$ cat src/sv/pacs_pkg.sv
// shared types and constants for the pixel-art corner smoothing unit
package pacs_pkg;

  localparam int PIX_W = 32;
  localparam int CH_W  = 8;
  localparam int NCH   = 4;
  localparam int SUM_W = 10;   // up to four 8-bit values summed per channel
  localparam int CNT_W = 3;    // match count 0..4
  localparam int INV_W = 16;   // inverse level, unsigned 8.8
  localparam int DIV_W = 10;   // floor(count * inv / 256) fits in 10 bits
  localparam int NDIAG = 4;

  localparam logic [INV_W-1:0] INV_RESET = 16'd842;
  localparam logic [CH_W-1:0]  ALPHA_MIN = 8'd128;

  // input request: 3x3 window, alpha 31:24 red 23:16 green 15:8 blue 7:0
  typedef struct packed {
    logic [PIX_W-1:0] center;
    logic [PIX_W-1:0] north;
    logic [PIX_W-1:0] south;
    logic [PIX_W-1:0] west;
    logic [PIX_W-1:0] east;
    logic [PIX_W-1:0] north_west;
    logic [PIX_W-1:0] north_east;
    logic [PIX_W-1:0] south_west;
    logic [PIX_W-1:0] south_east;
  } in_t;

  // result request
  typedef struct packed {
    logic [PIX_W-1:0] result_pixel;
    logic             was_smoothed;
  } out_t;

  // channel sums and divisor, leaving the match stages
  typedef struct packed {
    logic [NCH-1:0][SUM_W-1:0] sums;
    logic [DIV_W-1:0]          divisor;
    logic [PIX_W-1:0]          center;
    logic                      hit;
  } acc_t;

  // per-channel quotients, leaving the divider
  typedef struct packed {
    logic [NCH-1:0][SUM_W-1:0] quot;
    logic [PIX_W-1:0]          center;
    logic                      hit;
  } quo_t;

endpackage

$ cat src/sv/pacs_match.sv
// window capture, diagonal matching, channel sums and divisor
module pacs_match (
  input  logic                       clk,
  input  logic                       rst,
  input  logic                       in_vld,
  input  pacs_pkg::in_t              item,
  input  logic [pacs_pkg::INV_W-1:0] inv_level,
  output logic                       out_vld,
  output pacs_pkg::acc_t             acc
);
  import pacs_pkg::*;

  // side pixel qualifies against one diagonal
  function automatic logic qualify(input logic [PIX_W-1:0] side,
                                   input logic [PIX_W-1:0] vert,
                                   input logic [PIX_W-1:0] corner,
                                   input logic [PIX_W-1:0] across_row,
                                   input logic [PIX_W-1:0] across_col);
    qualify = (side[PIX_W-1 -: CH_W] > ALPHA_MIN) && (side == vert) &&
              ((side != corner) || (side != across_row) || (side != across_col));
  endfunction

  in_t                       win;
  logic                      win_vld;
  logic [NDIAG-1:0]          flags;
  logic [NDIAG-1:0][PIX_W-1:0] sides;
  logic [NCH-1:0][SUM_W-1:0] sums_next;
  logic [NCH-1:0][SUM_W-1:0] sums;
  logic [CNT_W-1:0]          cnt_next;
  logic [CNT_W-1:0]          cnt;
  logic [PIX_W-1:0]          ctr;
  logic                      sum_vld;
  logic [CNT_W+INV_W-1:0]    prod;
  logic [DIV_W-1:0]          div_raw;

  // stage 1: capture the window
  always_ff @(posedge clk) begin
    if (rst) begin
      win_vld <= 1'b0;
    end else begin
      win_vld <= in_vld;
    end
    win <= item;
  end

  // diagonal tests in the fixed order nw, sw, ne, se
  always_comb begin
    flags[0] = qualify(win.west, win.north, win.north_west, win.north_east,
                       win.south_west);
    flags[1] = qualify(win.west, win.south, win.south_west, win.south_east,
                       win.north_west);
    flags[2] = qualify(win.east, win.north, win.north_east, win.north_west,
                       win.south_east);
    flags[3] = qualify(win.east, win.south, win.south_east, win.south_west,
                       win.north_east);
    sides[0] = win.west;
    sides[1] = win.west;
    sides[2] = win.east;
    sides[3] = win.east;
  end

  // masked channel sums and match count
  always_comb begin
    for (int c = 0; c < NCH; c++) begin
      sums_next[c] = '0;
      for (int d = 0; d < NDIAG; d++) begin
        if (flags[d]) begin
          sums_next[c] = sums_next[c] +
                         {{(SUM_W-CH_W){1'b0}}, sides[d][c*CH_W +: CH_W]};
        end
      end
    end
    cnt_next = {{(CNT_W-1){1'b0}}, flags[0]} + {{(CNT_W-1){1'b0}}, flags[1]} +
               {{(CNT_W-1){1'b0}}, flags[2]} + {{(CNT_W-1){1'b0}}, flags[3]};
  end

  // stage 2: sums registered
  always_ff @(posedge clk) begin
    if (rst) begin
      sum_vld <= 1'b0;
    end else begin
      sum_vld <= win_vld;
    end
    sums <= sums_next;
    cnt  <= cnt_next;
    ctr  <= win.center;
  end

  // divisor: count scaled by the inverse level, floored at one
  assign prod    = (CNT_W+INV_W)'(cnt) * (CNT_W+INV_W)'(inv_level);
  assign div_raw = prod[DIV_W+7:8];

  // stage 3: divisor registered
  always_ff @(posedge clk) begin
    if (rst) begin
      out_vld <= 1'b0;
    end else begin
      out_vld <= sum_vld;
    end
    acc.sums    <= sums;
    acc.divisor <= (div_raw == '0) ? {{(DIV_W-1){1'b0}}, 1'b1} : div_raw;
    acc.center  <= ctr;
    acc.hit     <= (cnt != '0);
  end

endmodule

$ cat src/sv/pacs_div.sv
// pipelined restoring divider, four channels sharing one divisor
module pacs_div (
  input  logic           clk,
  input  logic           rst,
  input  logic           in_vld,
  input  pacs_pkg::acc_t acc,
  output logic           out_vld,
  output pacs_pkg::quo_t quo
);
  import pacs_pkg::*;

  localparam int STEPS  = 2;
  localparam int NSTAGE = SUM_W / STEPS;

  // stage registers, index s holds the state after s stages
  logic [NSTAGE:1]  vld;
  logic [SUM_W-1:0] num [1:NSTAGE][NCH];
  logic [SUM_W-1:0] rem [1:NSTAGE][NCH];
  logic [SUM_W-1:0] qt  [1:NSTAGE][NCH];
  logic [DIV_W-1:0] dvs [1:NSTAGE];
  logic [PIX_W-1:0] ctr [1:NSTAGE];
  logic             hit [1:NSTAGE];

  for (genvar s = 0; s < NSTAGE; s++) begin : g_stage
    logic             vld_in;
    logic [SUM_W-1:0] num_in [NCH];
    logic [SUM_W-1:0] rem_in [NCH];
    logic [SUM_W-1:0] qt_in  [NCH];
    logic [DIV_W-1:0] dvs_in;
    logic [PIX_W-1:0] ctr_in;
    logic             hit_in;
    logic [SUM_W-1:0] rem_next [NCH];
    logic [SUM_W-1:0] qt_next  [NCH];

    // first stage takes the request, later ones the previous stage
    if (s == 0) begin : g_head
      always_comb begin
        vld_in = in_vld;
        for (int c = 0; c < NCH; c++) begin
          num_in[c] = acc.sums[c];
          rem_in[c] = '0;
          qt_in[c]  = '0;
        end
        dvs_in = acc.divisor;
        ctr_in = acc.center;
        hit_in = acc.hit;
      end
    end else begin : g_body
      always_comb begin
        vld_in = vld[s];
        for (int c = 0; c < NCH; c++) begin
          num_in[c] = num[s][c];
          rem_in[c] = rem[s][c];
          qt_in[c]  = qt[s][c];
        end
        dvs_in = dvs[s];
        ctr_in = ctr[s];
        hit_in = hit[s];
      end
    end

    // two quotient bits per stage
    always_comb begin : p_step
      logic [SUM_W:0]   trial;
      logic [SUM_W-1:0] r;
      logic [SUM_W-1:0] q;
      for (int c = 0; c < NCH; c++) begin
        r = rem_in[c];
        q = qt_in[c];
        for (int j = 0; j < STEPS; j++) begin
          trial = {r, num_in[c][SUM_W-1-s*STEPS-j]};
          if (trial >= {1'b0, dvs_in}) begin
            trial = trial - {1'b0, dvs_in};
            q[SUM_W-1-s*STEPS-j] = 1'b1;
          end
          r = trial[SUM_W-1:0];
        end
        rem_next[c] = r;
        qt_next[c]  = q;
      end
    end

    always_ff @(posedge clk) begin
      if (rst) begin
        vld[s+1] <= 1'b0;
      end else begin
        vld[s+1] <= vld_in;
      end
      for (int c = 0; c < NCH; c++) begin
        num[s+1][c] <= num_in[c];
        rem[s+1][c] <= rem_next[c];
        qt[s+1][c]  <= qt_next[c];
      end
      dvs[s+1] <= dvs_in;
      ctr[s+1] <= ctr_in;
      hit[s+1] <= hit_in;
    end
  end

  // last stage out
  always_comb begin
    out_vld = vld[NSTAGE];
    for (int c = 0; c < NCH; c++) begin
      quo.quot[c] = qt[NSTAGE][c];
    end
    quo.center = ctr[NSTAGE];
    quo.hit    = hit[NSTAGE];
  end

endmodule

$ cat src/sv/pacs_blend.sv
// saturation of the average and source-over blend onto the centre
module pacs_blend (
  input  logic           clk,
  input  logic           rst,
  input  logic           in_vld,
  input  pacs_pkg::quo_t quo,
  output logic           out_vld,
  output pacs_pkg::out_t res
);
  import pacs_pkg::*;

  logic [NCH-1:0][CH_W-1:0] avg_next;
  logic [CH_W:0]            k;
  logic [NCH-1:0][CH_W-1:0] scaled_next;
  logic [2*CH_W:0]          prod [NCH];
  logic [NCH-1:0][CH_W-1:0] avg;
  logic [NCH-1:0][CH_W-1:0] scaled;
  logic [PIX_W-1:0]         ctr;
  logic                     hit;
  logic                     mid_vld;
  logic [PIX_W-1:0]         blended;
  logic [CH_W:0]            total;

  // average clipped to 8 bits, then centre scaled by the inverse coverage
  always_comb begin
    for (int c = 0; c < NCH; c++) begin
      avg_next[c] = (|quo.quot[c][SUM_W-1:CH_W]) ? {CH_W{1'b1}}
                                                   : quo.quot[c][CH_W-1:0];
    end
    k = 9'd256 - ({1'b0, avg_next[NCH-1]} + {{CH_W{1'b0}}, avg_next[NCH-1][CH_W-1]});
    for (int c = 0; c < NCH; c++) begin
      prod[c]        = (2*CH_W+1)'(k) * (2*CH_W+1)'(quo.center[c*CH_W +: CH_W]);
      scaled_next[c] = prod[c][2*CH_W-1:CH_W];
    end
  end

  // stage 1: average and scaled centre
  always_ff @(posedge clk) begin
    if (rst) begin
      mid_vld <= 1'b0;
    end else begin
      mid_vld <= in_vld;
    end
    avg    <= avg_next;
    scaled <= scaled_next;
    ctr    <= quo.center;
    hit    <= quo.hit;
  end

  // add and clip each channel
  always_comb begin
    total = '0;
    for (int c = 0; c < NCH; c++) begin
      total = {1'b0, avg[c]} + {1'b0, scaled[c]};
      blended[c*CH_W +: CH_W] = total[CH_W] ? {CH_W{1'b1}} : total[CH_W-1:0];
    end
  end

  // stage 2: result, centre unchanged when nothing matched
  always_ff @(posedge clk) begin
    if (rst) begin
      out_vld <= 1'b0;
    end else begin
      out_vld <= mid_vld;
    end
    res.result_pixel <= hit ? blended : ctr;
    res.was_smoothed <= hit;
  end

endmodule

$ cat src/sv/pixel_art_corner_smoothing_unit.sv
// top level of the pixel-art corner smoothing unit
//
//  channel   handshake               payload                 direction
//  request   start, busy             item (in_t)             in
//  result    done (one-cycle strobe) result (out_t)          out
//  config    cfg_we                  cfg_data (inverse level) in
//
// The request edge leads to the done strobe through window capture,
// matching and divisor, then the divider at two quotient bits per stage,
// then the blend. One request is taken every cycle.
// Synchronous reset clears all valid bits and loads the inverse level 842.
// busy stays low: the pipeline never stalls, and results are shown for
// one cycle each in request order.
module pixel_art_corner_smoothing_unit (
  input  logic                       clk,
  input  logic                       rst,
  input  logic                       start,
  output logic                       busy,
  input  pacs_pkg::in_t              item,
  input  logic                       cfg_we,
  input  logic [pacs_pkg::INV_W-1:0] cfg_data,
  output logic                       done,
  output pacs_pkg::out_t             result
);
  import pacs_pkg::*;

  logic [INV_W-1:0] inv_level;
  logic             acc_vld;
  acc_t             acc;
  logic             quo_vld;
  quo_t             quo;

  // inverse level register
  always_ff @(posedge clk) begin
    if (rst) begin
      inv_level <= INV_RESET;
    end else if (cfg_we) begin
      inv_level <= cfg_data;
    end
  end

  assign busy = 1'b0;

  // matching and sums
  pacs_match u_match (
    .clk       (clk),
    .rst       (rst),
    .in_vld    (start && !busy),
    .item      (item),
    .inv_level (inv_level),
    .out_vld   (acc_vld),
    .acc       (acc)
  );

  // channel averages
  pacs_div u_div (
    .clk     (clk),
    .rst     (rst),
    .in_vld  (acc_vld),
    .acc     (acc),
    .out_vld (quo_vld),
    .quo     (quo)
  );

  // blend onto the centre
  pacs_blend u_blend (
    .clk     (clk),
    .rst     (rst),
    .in_vld  (quo_vld),
    .quo     (quo),
    .out_vld (done),
    .res     (result)
  );

endmodule

$ cat config.mk
export PLATFORM = sky130hd
export DESIGN_NAME = pixel_art_corner_smoothing_unit
export DESIGN_NICKNAME = d
export VERILOG_FILES = /design/src/sv/pacs_pkg.sv /design/src/sv/pacs_match.sv /design/src/sv/pacs_div.sv /design/src/sv/pacs_blend.sv /design/src/sv/pixel_art_corner_smoothing_unit.sv
export SDC_FILE = /design/constraint.sdc
export NUM_CORES = 2
export LEC_CHECK = 0
export BUFFER_PORTS_ARGS = -buffer_cell sky130_fd_sc_hd__buf_2
export CELL_PAD_IN_SITES_DETAIL_PLACEMENT = 2
export CELL_PAD_IN_SITES_GLOBAL_PLACEMENT = 2
export CORE_UTILIZATION = 42
export CTS_BUF_LIST = sky130_fd_sc_hd__clkbuf_8
export DETAILED_ROUTE_END_ITERATION = 6
export PLACE_DENSITY_LB_ADDON = 0.1
export REMOVE_ABC_BUFFERS = 1
export SETUP_SLACK_MARGIN = 0.15
export SYNTH_ARGS = -nofsm -noshare
export SYNTH_HDL_FRONTEND = slang
export SYNTH_SLANG_ARGS = --single-unit
$ cat constraint.sdc
create_clock -name clk -period 6.9 [get_ports clk]
set_input_delay 1.38 -clock clk [delete_from_list [all_inputs] [get_ports clk]]
set_output_delay 1.38 -clock clk [all_outputs]
set_load 0.1 [all_outputs]
==> summary.txt <==
DRC violations left = 0
Most frequent cells after synthesis = dfxtp_1, ha_1, inv_1
IO buf count = 341
Crit path launch type = flip-flop
Crit. End Element = flip-flop
Synth area leader = dfxtp_1
Vias per std cell = 5.42
CTS Buffer Depth = 3
Die ar. = 148,000 µm²
Clock power share = 0.329
Gate power share = 0.312
Final std cells w/o fill = 8,773
Initial Utilization = 0.423
Largest net degree at the start of global routing = 66
Remaining Overflow, GRT = 0
Avg Cell Area, Syn = 9.97 µm²
Vias in the first global route = 53.7k
Most frequent cell after synthesis = dfxtp_1
Vias post-DR = 47.5k
Synth Cell Area = 61,600 µm²
Final worst path period share = 0.939
EDFF count, synth = 0
# fillers = 15.2k
Syn Inst Count = 6,178
CTS Hold Bufs = 0
WL/cell = 23.9 µm
Max Cap Viol = 0
Worst Path Required = 7.73 ns
Status = finished, final reports clean
First-pass GRT wire length = 320,000 µm
Inst Count DP = 8,403
CTS root buffer = clkbuf_8
Finished Cell Area = 70,500 µm²
All-Layer GR Usage = 0.281
Setup Crit Path Kind = reg -> reg
Worst hold path class = reg -> reg
Worst rel slew slack = 0.231
Register area = 23,400 µm²
Core ar. = 146,000 µm²
Final Util = 0.485
Rows = 140
Placement Cell Area = 66,000 µm²
Critical path's slowest cell = fa_1
CTS tree = yes
Synth top area cells = dfxtp_1, ha_1, fa_1
WL final = 210,000 µm
Switching power share of the total = 0.337
Max stage delay on crit path = 0.55 ns
Sequential share of power = 0.360
Distinct cells, synth = 86
Drt pass-1 iters = 5
Lkg Pwr = 33.1 nW
Peak VDD IR = 0.389 mV
Seq/Total Area, Yosys = 0.379
Die Y-Extent = 385 µm
Flop and latch count out of synthesis = 1,167
Initial antenna violation count = 10
Top-area cell type share of the netlist area = 0.379
Ys async rst share = 0
Yosys Warn Count = 0
Die Span X = 385 µm
Fin nets = 7,836
Psw = 7.01 mW
Gpl congestion = 0.912
Largest fanout on the critical path = 4
Fraction of layout cells with a size suffix above 1 = 0.157
Worst Path Arrival = 7.31 ns
Htree depth = 4
Multi-input gate area = 35,600 µm²
Final hold vios = 0
Clk_lat worst skew = 0.95 ns
RSZ-0062 raised after global routing = yes
Fmax = 0.154 GHz
Layout Skew = 0.0684 ns
Clock sink total = 1,167
Final setup vio count = 0
DRT antenna net count = 0
Final Slew Violations = 0
Post-synth top flop = dfxtp_1
DP Wirelength = 160,000 µm
CTS Buf Count = 196
Pwr/cell area = 295 nW/µm²
Int Power = 13.8 mW
Synth-to-layout area growth = 14.6%
Post-layout min period = 6.48 ns
Worst-Margin Slew = 1.15 ns
Clk slew on worst S/H paths = 0.06 ns
Drt initial violations = 1,980
Top Ports = 343
==> cell type report <==
cell class	count	area share
multi-input combinational	4328	0.505
sequential	1167	0.331
clock buffer	253	0.0494
timing repair buffer	484	0.0400
tap	1917	0.0340
inverter	514	0.0274
clock inverter	107	0.0131
antenna	3	0.000106
==> cell usage in the layout, fill, tap and decap left out, drive strengths merged, types with 46 or more instances in the layout <==
cell	count
dfxtp	1167
nor4	62
o21a	46
ha	618
and2	133
clkbuf	253
inv	561
o21bai	63
nor2b	118
xnor2	444
nand2	401
nor2	300
fa	219
mux2	202
a21o	108
buf	484
nand2b	61
o21ai	249
xor2	255
or3	48
mux2i	98
nor3	112
nand4	90
a21oi	302
==> stage by stage <==
stage | hold WS [ns] | TNS [ns] | worst slack (ns) | power (mW)
global route | 0.323 | 0 | 0.0605 | 22.0
CTS | 0.323 | 0 | 0.194 | 21.1
global placement | 0.310 | 0 | 0.0463 | 13.7
finish | 0.316 | 0 | 0.417 | 20.8
floorplan | 0.310 | 0 | 0.123 | 11.9
detailed placement | 0.313 | -1.61 | -0.256 | 14.0
==> state kept, by name, indices dropped and copies added, names as in the netlist, 3 cells and up <==
| register | count |
|---|---|
| u_blend.scaled | 32 |
| u_match.sides | 64 |
| u_div.g_stage.vld_in | 4 |
| inv_level | 16 |
| u_div.dvs | 40 |
| u_div.ctr | 160 |
| u_div.hit | 5 |
| u_blend.res | 33 |
| u_match.cnt | 3 |
| u_div.qt | 120 |
| u_div.num | 80 |
| u_blend.avg | 32 |
| u_match.acc | 83 |
| u_blend.ctr | 32 |
| u_match.sums | 40 |
| u_div.rem | 160 |
| u_match.ctr | 32 |
| u_match.win | 224 |
==> power by group through the flow <==
stage          clock network, mW  logic (mW)  registers, mW
2_1_floorplan                  0        4.30           7.55
3_3_place_gp                   0        6.13           7.60
3_5_place_dp                   0        6.42           7.61
4_1_cts                     7.02        6.56           7.47
5_1_grt                     7.32        7.20           7.50
6_report                    6.83        6.48           7.48
==> per-layer routing <==
metal | track usage | routed length [µm] | share of wire | vias to the layer above
li1 | - | - | - | 22075
met1 | 0.334 | 87400 | 0.42 | 23791
met2 | 0.499 | 105000 | 0.50 | 1129
met3 | 0.0433 | 8430 | 0.040 | 517
met4 | 0.123 | 9370 | 0.045 | 2
met5 | 0 | 10 | 0.000048 | -
==> worst paths after layout <==
kind                            slack [ns]  cells past startpoint                 end             start
worst max-delay path                  0.42                     28  u_blend.scaled[23]  u_div.qt[0][209]
worst max register to register        0.42                     28  u_blend.scaled[23]  u_div.qt[0][209]
worst min-delay path                  0.32                      0     u_match.acc[79]  u_match.sums[36]
worst min register to register        0.32                      0     u_match.acc[79]  u_match.sums[36]
==> kinds of logic after synthesis <==
kind of cell | after synthesis | share of synthesized area
multiplexers | 300 | 0.0529
AO/OA/AOI/OAI | 1053 | 0.110
AND/OR/NAND/NOR | 1438 | 0.116
buffers and inverters | 683 | 0.0443
other | 1 | 0.0000609
XOR/XNOR | 699 | 0.0997
flip-flops | 1167 | 0.379
adder cells (fa/ha/maj) | 837 | 0.197
==> timing repair <==
item / 4_1_cts / 5_1_grt
endpoints found under the setup margin: 16 / 13
endpoints found under the hold margin: 0 / 0
buffers inserted: 4 / 3
pin swaps: 1 / 2
gates cloned: 0 / 0
resized for setup: 1 / 11
==> critical path: cells and delay by family, from the launching register on <==
kind / cells / cell delay, ns
buf+inv: 6 / 0.56
fa+ha+maj: 8 / 3.00
simple gates: 5 / 0.98
flops: 1 / 0.32
xor+xnor: 2 / 0.31
compound gates: 7 / 1.22
Note: power is estimated with default switching activity, not from simulation.
